--- src/rtl/msc_pkg.sv ---
// Shared constants, types and CORDIC gain helper for the MET xy-shift correction.
package msc_pkg;

   localparam int CordicStepsDefault = 16;
   localparam int VertexLimitDefault = 100;
   localparam int AtanEntries        = 24;

   localparam int MagW  = 16;
   localparam int AngW  = 16;
   localparam int CntW  = 8;
   localparam int CoefW = 24;
   localparam int OutMagW = 17;
   localparam int CsrIdxW = 2;

   localparam int RotW  = 35;   // rotation x/y
   localparam int AngZW = 34;   // CORDIC angle accumulator, 2^31 = pi
   localparam int ScW   = 34;   // scaled x/y after gain removal
   localparam int CorW  = 36;   // correction term in Q16 eighths
   localparam int DiffW = 37;   // corrected x/y
   localparam int VecW  = 40;   // vectoring x/y
   localparam int GainW = 24;   // gain factor in Q24

   localparam logic [CsrIdxW-1:0] RegXSlope  = 2'd0;
   localparam logic [CsrIdxW-1:0] RegXOffset = 2'd1;
   localparam logic [CsrIdxW-1:0] RegYSlope  = 2'd2;
   localparam logic [CsrIdxW-1:0] RegYOffset = 2'd3;

   localparam logic signed [CoefW-1:0] XSlopeReset  = -24'sd12027;
   localparam logic signed [CoefW-1:0] XOffsetReset = 24'sd35832;
   localparam logic signed [CoefW-1:0] YSlopeReset  = 24'sd12600;
   localparam logic signed [CoefW-1:0] YOffsetReset = -24'sd27604;

   localparam logic [31:0] AtanTab [AtanEntries] = '{
      32'h20000000, 32'h12E4051E, 32'h09FB385B, 32'h051111D4, 32'h028B0D43, 32'h0145D7E1,
      32'h00A2F61E, 32'h00517C55, 32'h0028BE53, 32'h00145F2F, 32'h000A2F98, 32'h000517CC,
      32'h00028BE6, 32'h000145F3, 32'h0000A2FA, 32'h0000517D, 32'h000028BE, 32'h0000145F,
      32'h00000A30, 32'h00000518, 32'h0000028C, 32'h00000146, 32'h000000A3, 32'h00000051
   };

   typedef struct packed {
      logic zero;
      logic x_zero;
      logic y_pos;
   } msc_flags_type;

   // CORDIC gain in Q30: square root of the product of (1 + 4^-i)
   function automatic logic [63:0] gain_a_q30(input int steps);
      logic [63:0] p;
      logic [63:0] v;
      logic [63:0] res;
      logic [63:0] bitv;
      p = 64'd1 << 30;
      for (int i = 0; i < steps; i++) p = p + (p >> (2 * i));
      v    = p << 30;
      res  = '0;
      bitv = 64'd1 << 62;
      for (int j = 0; j < 32; j++) if (bitv > v) bitv = bitv >> 2;
      for (int j = 0; j < 32; j++) begin
         if (bitv != 0) begin
            if (v >= res + bitv) begin
               v   = v - (res + bitv);
               res = (res >> 1) + bitv;
            end else begin
               res = res >> 1;
            end
            bitv = bitv >> 2;
         end
      end
      if (res == 0) res = 64'd1;
      return res;
   endfunction

endpackage

--- src/rtl/msc_rot_stage.sv ---
// One registered CORDIC rotation step, driving z toward zero.
module msc_rot_stage #(
   parameter int XW  = msc_pkg::RotW,
   parameter int ZW  = msc_pkg::AngZW,
   parameter int IDX = 0,
   parameter int AW  = msc_pkg::CntW
) (
   input  logic                 clock,
   input  logic                 reset,
   input  logic                 enable,
   input  logic                 in_v,
   input  logic signed [XW-1:0] in_x,
   input  logic signed [XW-1:0] in_y,
   input  logic signed [ZW-1:0] in_z,
   input  logic [AW-1:0]        in_aux,
   output logic                 v_ff,
   output logic signed [XW-1:0] x_ff,
   output logic signed [XW-1:0] y_ff,
   output logic signed [ZW-1:0] z_ff,
   output logic [AW-1:0]        aux_ff
);
   logic signed [ZW-1:0] atan;
   logic signed [XW-1:0] x_in, y_in;
   logic signed [ZW-1:0] z_in;

   assign atan = ZW'($signed({1'b0, msc_pkg::AtanTab[IDX]}));

   always_comb begin
      if (in_z >= 0) begin
         x_in = in_x - (in_y >>> IDX);
         y_in = in_y + (in_x >>> IDX);
         z_in = in_z - atan;
      end else begin
         x_in = in_x + (in_y >>> IDX);
         y_in = in_y - (in_x >>> IDX);
         z_in = in_z + atan;
      end
   end

   always_ff @(posedge clock) begin
      if (reset) v_ff <= 1'b0;
      else if (enable) v_ff <= in_v;
      if (enable) begin
         x_ff   <= x_in;
         y_ff   <= y_in;
         z_ff   <= z_in;
         aux_ff <= in_aux;
      end
   end
endmodule

--- config.mk ---
export PLATFORM = sky130hd
export DESIGN_NAME = msc_rot_stage
export DESIGN_NICKNAME = d
export VERILOG_FILES = /design/src/rtl/msc_pkg.sv /design/src/rtl/msc_rot_stage.sv
export SDC_FILE = /design/constraint.sdc
export NUM_CORES = 1
export LEC_CHECK = 0
export BUFFER_PORTS_ARGS = -buffer_cell sky130_fd_sc_hd__buf_4
export CORE_UTILIZATION = 35
export DETAILED_ROUTE_END_ITERATION = 7
export SLEW_MARGIN = 15
export SYNTH_ARGS = -nofsm -noshare
export SYNTH_HDL_FRONTEND = slang
export SYNTH_SLANG_ARGS = --single-unit
--- constraint.sdc ---
create_clock -name clock -period 7.4 [get_ports clock]
set_input_delay 1.85 -clock clock [delete_from_list [all_inputs] [get_ports clock]]
set_output_delay 1.85 -clock clock [all_outputs]
set_load 0.05 [all_outputs]
==> results of run 1 <==
[layout by cell type, fill, tap and decap left out, types with 5 or more instances in the layout]
| cell | count |
|---|---|
| buf_4 | 232 |
| edfxtp_1 | 111 |
| a21oi_1 | 110 |
| inv_1 | 106 |
| ha_1 | 106 |
| nor2_1 | 91 |
| xnor2_1 | 64 |
| nand2_1 | 63 |
| o21ai_0 | 57 |
| a21o_1 | 27 |
| nor3_1 | 24 |
| nand3_1 | 18 |
| nor2b_1 | 17 |
| a211oi_1 | 15 |
| a31oi_1 | 13 |
| o21bai_1 | 13 |
| o211ai_1 | 13 |
| mux2i_1 | 12 |
| o31ai_1 | 11 |
| nor4_1 | 10 |
| nand2b_1 | 10 |
| nand4_1 | 9 |
| clkbuf_16 | 9 |
| or3_1 | 8 |
| a221oi_1 | 8 |
| and2_1 | 8 |
| nand3b_1 | 8 |
| a211o_1 | 7 |
| xor2_1 | 6 |
| o21ai_1 | 6 |
| o21a_1 | 6 |
| a41oi_1 | 5 |
[area by class of cell]
cell class | instances | area (µm²) | area share (%)
Clock inverter | 7 | 75.1 | 0.621
Tap cell | 372 | 465 | 3.85
Clock buffer | 9 | 225 | 1.86
Inverter | 108 | 405 | 3.35
Multi-Input combinational cell | 826 | 5830 | 48.2
Sequential cell | 112 | 3350 | 27.7
Timing Repair Buffer | 232 | 1740 | 14.4
[metal layers]
metal / wire [µm] / up-vias / part of all wire [%] / GRT usage [%]
met1: 15100 / 4341 / 45 / 30.6
met2: 15500 / 409 / 46 / 38.0
li1: - / 4348 / - / -
met3: 2440 / 46 / 7.2 / 4.73
met4: 822 / 0 / 2.4 / 6.78
met5: 0 / - / 0 / 0
[worst max-delay path by stage]
stage	startpoint	to	slack, ns	cells past startpoint
after detailed placement	in_z[33]	x_ff[15]$_DFFE_PP_	2.07	12
final	in_z[33]	x_ff[15]$_DFFE_PP_	2.46	12
after CTS	in_z[33]	x_ff[15]$_DFFE_PP_	2.46	12
after global routing	in_z[33]	x_ff[15]$_DFFE_PP_	2.28	12
after global placement	in_z[33]	x_ff[15]$_DFFE_PP_	2.20	12
after floorplan	in_z[33]	z_ff[32]$_DFFE_PP_	3.11	13
[state kept, by name, summed over array words and instances, names as in the netlist]
register / flops
aux_ff: 8
x_ff: 35
v_ff: 1
z_ff: 34
y_ff: 34
[cell families (layout without fill, tap and decap cells)]
family / count (synthesis) / count (layout) / share of synthesized area (%)
muxes: 12 / 12 / 1.22
AOI/OAI and AO/OA: 348 / 348 / 23.3
buffers and inverters: 155 / 356 / 6.49
DFF: 112 / 112 / 34.2
xor gates and xnor gates: 70 / 70 / 6.25
adders and majority gates: 110 / 110 / 14.3
and+or+nand+nor: 286 / 286 / 14.3
[power by group through the flow]
stage,sequential (mW),clock (mW),combinational [mW]
floorplan,1.16,0,0.433
global placement,0.868,0,1.10
detailed placement,0.867,0,1.10
CTS,0.853,0.519,1.11
global route,0.858,0.540,1.18
finish,0.849,0.506,1.12
[critical path, cell delays in order]
cell and delay, ns:
buf_4 0.14, inv_1 0.10, ha_1 0.18, nor4b_2 0.19
nand4_1 0.21, o41a_2 0.52, buf_4 0.35, inv_2 0.64
buf_4 0.40, nand3_1 0.09, a21boi_0 0.16, xnor2_1 0.19
[per-stage QoR]
| stage | std cells | cell area, µm² | setup WS (ns) | power [mW] |
|---|---|---|---|---|
| finish | 1666 | 12100 | 2.46 | 2.47 |
| global route | 1666 | 12100 | 2.28 | 2.58 |
| CTS | 1666 | 12100 | 2.46 | 2.48 |
| detailed placement | 1650 | 11800 | 2.07 | 1.97 |
| global placement | 1650 | 11800 | 2.20 | 1.97 |
| floorplan | 1093 | 9820 | 3.11 | 1.59 |
==> key figures, run 1 <==
Route
  – Starting DRT DRC Count: 628
  – Vias per cell: 5.49
  – Drt wl/cell: 20.3 µm
  – Via count: 9,144
  – Total wire length: 33,900 µm
  – Detail Route Antenna Nets: 0
  – DR pass1 iterations: 5
  – Drt drc: 0

Clock tree
  – Clock sinks: 112
  – # Post-CTS Setup Buffers: 0
  – Max Buffers Root-to-Sink: 2
  – Reg clk slew, reported paths: 0.08 ns
  – Cts repair resizes: 0
  – Clk root buf: clkbuf_16
  – Latest clock arrival within the worst-skew pair: 0.36 ns
  – H-tree lvl count: 3
  – CTS tree: yes
  – Total CTS buffers: 9
  – Cts hold-fix bufs: 0

Die
  – Core area: 27,300 µm²
  – Die extent in x: 169 µm
  – DIE AREA: 28,700 µm²
  – Io pins: 229
  – FP Rows: 60
  – Die H: 169 µm
  – Starting Density: 36.0%

STA
  – Final Hold Fails: 0
  – Endpoints failing setup: 0
  – Clock Skews: 0 ns
  – Final slew viol count: 0
  – Unrepaired setup endpoints after global routing: false
  – Fin Hold WS: 0.528 ns
  – Crit share post-route: 66.7%
  – Max_slew headroom: 30.9%
  – Max Clk Rate: 0.202 GHz
  – TNS Setup: 0 ns
  – Period minus WS final: 4.94 ns
  – Worst-Margin Slew: 1.04 ns

Synthesis
  – Synth top area cells: edfxtp_1 34%, ha_1 14%, xnor2_1 5.7%, a21oi_1 5.6%, inv_1 4.1%
  – Post-synthesis net count: 1,319
  – Synth cell types: 75
  – Top post-synthesis cells by count: 111 x edfxtp_1, 110 x a21oi_1, 107 x inv_1
  – Main synth FF type: edfxtp_1
  – Synth async-reset ratio: 0%
  – Syn_area_per_cell: 8.98 µm²
  – Synth warn: 0
  – Cell taking the most area after synthesis: edfxtp_1
  – Synth Register Bits: 112
  – Seq/Total Area, Yosys: 34.2%
  – Most common cell in the synthesized netlist: edfxtp_1
  – Number of synthesized flops with an enable pin: 111
  – Post-synthesis cell count: 1,093
  – Top cell type's share of synthesized area: 34.0%
  – Mapped Area: 9820 µm²

Placement
  – I/O Buffers: 228
  – RD Place Congestion: 0.938
  – DP HPWL: 27,200 µm

Run
  – Max-cap violations: 0

Pwr
  – Switching pwr: 1.06 mW
  – Maximum VDD drop: 0.124 mV
  – Logic gate share of total power: 45.1%
  – Sequential Power Share: 34.4%
  – Clock share of power: 20.5%
  – Pwr Density: 204 nW/µm²
  – Static leakage: 5.29 nW
  – Switching Share: 42.7%
  – Internal power consumption: 1.41 mW

Worst hold path
  – Hold path start: v_ff$_SDFFE_PP0P_
  – Hold Path Class: reg2reg
  – Hold path depth: 2
  – Worst Hold End: v_ff$_SDFFE_PP0P_

Setup path
  – Worst EP required: 7.52 ns
  – Worst reg2reg path depth: 2
  – Crit Reg-Reg Startpoint: v_ff$_SDFFE_PP0P_
  – Reg2Reg Setup Slack: 6.80 ns
  – Reg2reg end: v_ff$_SDFFE_PP0P_
  – Crit Path Category: in2reg
  – Worst setup SP type: input port
  – Critical Path Sink Type: flop
  – Worst Path Arrival: 5.05 ns
  – CP Max Fanout: 65

Final layout
  – Util after Layout: 44.4%
  – Share of layout cells above drive strength 1: 20.7%
  – Area growth syn-to-layout: 23.2%
  – Nets: 1,515
  – Antenna cells: 0
  – Number of fill cells: 2,745

Global route
  – First-pass GRT wire length: 50,800 µm
  – GRT Total Usage: 23.2%
  – Number of global-route vias before repair: 8,811
  – Grt ovf: 0
  – Largest net degree at the start of global routing: 80
  – Antenna violations before repair: 0

Outcome
  – Status: complete, no violations
(Power assumes the default switching activity.)
==> run 2, diff against run 1 <==
==> constraint.sdc (replaced) <==
create_clock -name clock -period 4.9 [get_ports clock]
set_input_delay 1.225 -clock clock [delete_from_list [all_inputs] [get_ports clock]]
set_output_delay 1.225 -clock clock [all_outputs]
set_load 0.05 [all_outputs]
==> run 2 against run 1 <==
Setup slack got worse by 1.8 ns. Worst hold slack got worse by 0.0057 ns. Register-to-register slack got worse by 2.5 ns. Critical endpoint is now y_ff[26]$_DFFE_PP_. Sequential cell count did not move. Cell area rose by 1.0%. Largest cell class unchanged.
==> key figures, run 2 (synthesis gave the netlist of run 1 again) <==
STA
  – Unrepaired setup endpoints after global routing: false
  – Max_slew headroom: 36.7%
  – Worst-Margin Slew: 0.949 ns
  – Endpoints failing setup: 0
  – Fin Hold WS: 0.522 ns
  – Setup WS post-layout: 0.686 ns
  – Crit share post-route: 86.0%
  – Final Hold Fails: 0
  – Final slew viol count: 0
  – Clock Skews: 0 ns
  – TNS Setup: 0 ns
  – Period minus WS final: 4.21 ns
  – Max Clk Rate: 0.237 GHz

Setup path
  – Crit Path Category: in2reg
  – Critical-path cell list: buf_4 -> inv_1 -> ha_1 -> or2_1 -> nor4_2 -> o21ai_1 -> a311oi_1 -> nor2_1 -> o21ai_1 -> o21ai_0 -> xnor2_1
  – Worst Path Arrival: 4.32 ns
  – Worst setup SP type: input port
  – Largest delay contributor family on the critical path: compound AO/OA/AOI/OAI gates
  – CP max stage delay: 0.75 ns
  – Worst EP required: 5.00 ns
  – CP Max Fanout: 11
  – Critical Path Sink Type: flop
  – Reg2Reg Setup Slack: 4.31 ns
  – CP bufs+invs: 2
  – Crit Reg-Reg Startpoint: v_ff$_SDFFE_PP0P_
  – Max stage delay cell, worst path: a311oi_1
  – Reg2reg end: v_ff$_SDFFE_PP0P_
  – Worst reg2reg path depth: 2
  – Most frequent CP cell: o21ai_1

Clock tree
  – Reg clk slew, reported paths: 0.08 ns
  – Cts repair resizes: 0
  – Cts hold-fix bufs: 0
  – Clock sinks: 112
  – Latest clock arrival within the worst-skew pair: 0.36 ns
  – Total CTS buffers: 9
  – CTS tree: yes
  – # Post-CTS Setup Buffers: 0
  – H-tree lvl count: 3
  – Max Buffers Root-to-Sink: 2
  – Clk root buf: clkbuf_16

Die
  – Io pins: 229
  – FP Rows: 60
  – Core area: 27,300 µm²
  – DIE AREA: 28,700 µm²
  – Die H: 169 µm
  – Starting Density: 36.0%
  – Die extent in x: 169 µm

Run
  – Max-cap violations: 0

Global route
  – First-pass GRT wire length: 51,400 µm
  – Antenna violations before repair: 0
  – Grt ovf: 0
  – GRT Total Usage: 23.4%
  – Number of global-route vias before repair: 8,882
  – Largest net degree at the start of global routing: 62

Worst hold path
  – Hold path start: v_ff$_SDFFE_PP0P_
  – Worst Hold End: v_ff$_SDFFE_PP0P_
  – Hold Path Class: reg2reg
  – Hold path depth: 2

Route
  – Drt drc: 0
  – Total wire length: 34,100 µm
  – Starting DRT DRC Count: 891
  – Max layer used: met4
  – DR pass1 iterations: 6
  – Met3 wire len: 2730 µm
  – Met2 WL: 16,000 µm
  – Vias per cell: 5.52
  – Detail Route Antenna Nets: 0
  – Drt wl/cell: 20.3 µm
  – Via count: 9,273
  – Metal-1 WL: 14,700 µm

Pwr
  – Pwr Density: 307 nW/µm²
  – Static leakage: 5.36 nW
  – Maximum VDD drop: 0.150 mV
  – Total power: 3.75 mW

Final layout
  – Fin area: 12,200 µm²
  – Share of layout cells above drive strength 1: 21.5%
  – Area of the multi-input gates: 5830 µm²
  – Commonest non-fill, non-tap cell in the layout: buf_4
  – Largest Register: x_ff
  – Antenna cells: 0
  – Reg area: 3350 µm²
  – Fin cells: 1,680
  – Most frequent cells in the layout: 244 x buf_4, 111 x edfxtp_1, 110 x a21oi_1
  – Util after Layout: 44.8%
  – Area growth syn-to-layout: 24.4%
  – Max reg flops: 35
  – Number of fill cells: 2,683
  – Biggest regs: x_ff: 35 flops, y_ff: 34 flops, z_ff: 34 flops
  – Nets: 1,529

Placement
  – RD Place Congestion: 0.969
  – DP HPWL: 27,600 µm
  – I/O Buffers: 228
  – Post-placement cell count: 1,664
  – Placed Area: 11,900 µm²
  – Pre-CTS worst setup slack: 0.412 ns

Outcome
  – Status: complete, no violations
-- run 2: cell count changes in the layout (fill, tap and decap cells not counted), sizes merged --
cell and change:
inv -1, buf +14, clkbuf +1
-- run 2: layer usage --
metal	GRT usage, %	vias to the layer above
met3	5.06	48
met5	0	-
li1	-	4370
met1	30.4	4403
met2	39.2	452
met4	6.35	0
-- run 2: how the worst max path moves through the flow --
stage	from	endpoint	slack (ns)	cells past startpoint
6_report	in_x[7]	y_ff[26]$_DFFE_PP_	0.69	11
5_1_grt	in_x[7]	x_ff[34]$_DFFE_PP_	0.61	11
4_1_cts	in_x[7]	x_ff[34]$_DFFE_PP_	0.79	11
3_5_place_dp	in_x[7]	y_ff[26]$_DFFE_PP_	0.41	11
3_3_place_gp	in_x[7]	y_ff[26]$_DFFE_PP_	0.44	11
2_1_floorplan	in_z[33]	z_ff[32]$_DFFE_PP_	1.24	13
-- run 2: final cells by class --
class	count	area share (%)
Sequential cell	112	27.5
Tap cell	372	3.81
Clock buffer	10	1.87
Inverter	108	3.32
Timing Repair Buffer	246	15.3
Clock inverter	6	0.512
Multi-Input combinational cell	826	47.7
-- run 2: where the power goes --
group	internal [mW]	total, mW	switching, mW
clock network	0.360	0.756	0.396
registers	1.23	1.28	0.0498
logic	0.555	1.71	1.16
-- run 2: tightest hold or removal path: cells and delay by family, from the launching register on --
| family | cells | cell delay [ns] |
|---|---|---|
| flip-flops | 1 | 0.34 |
| AND/OR/NAND/NOR | 1 | 0.08 |
| multiplexers | 1 | 0.07 |
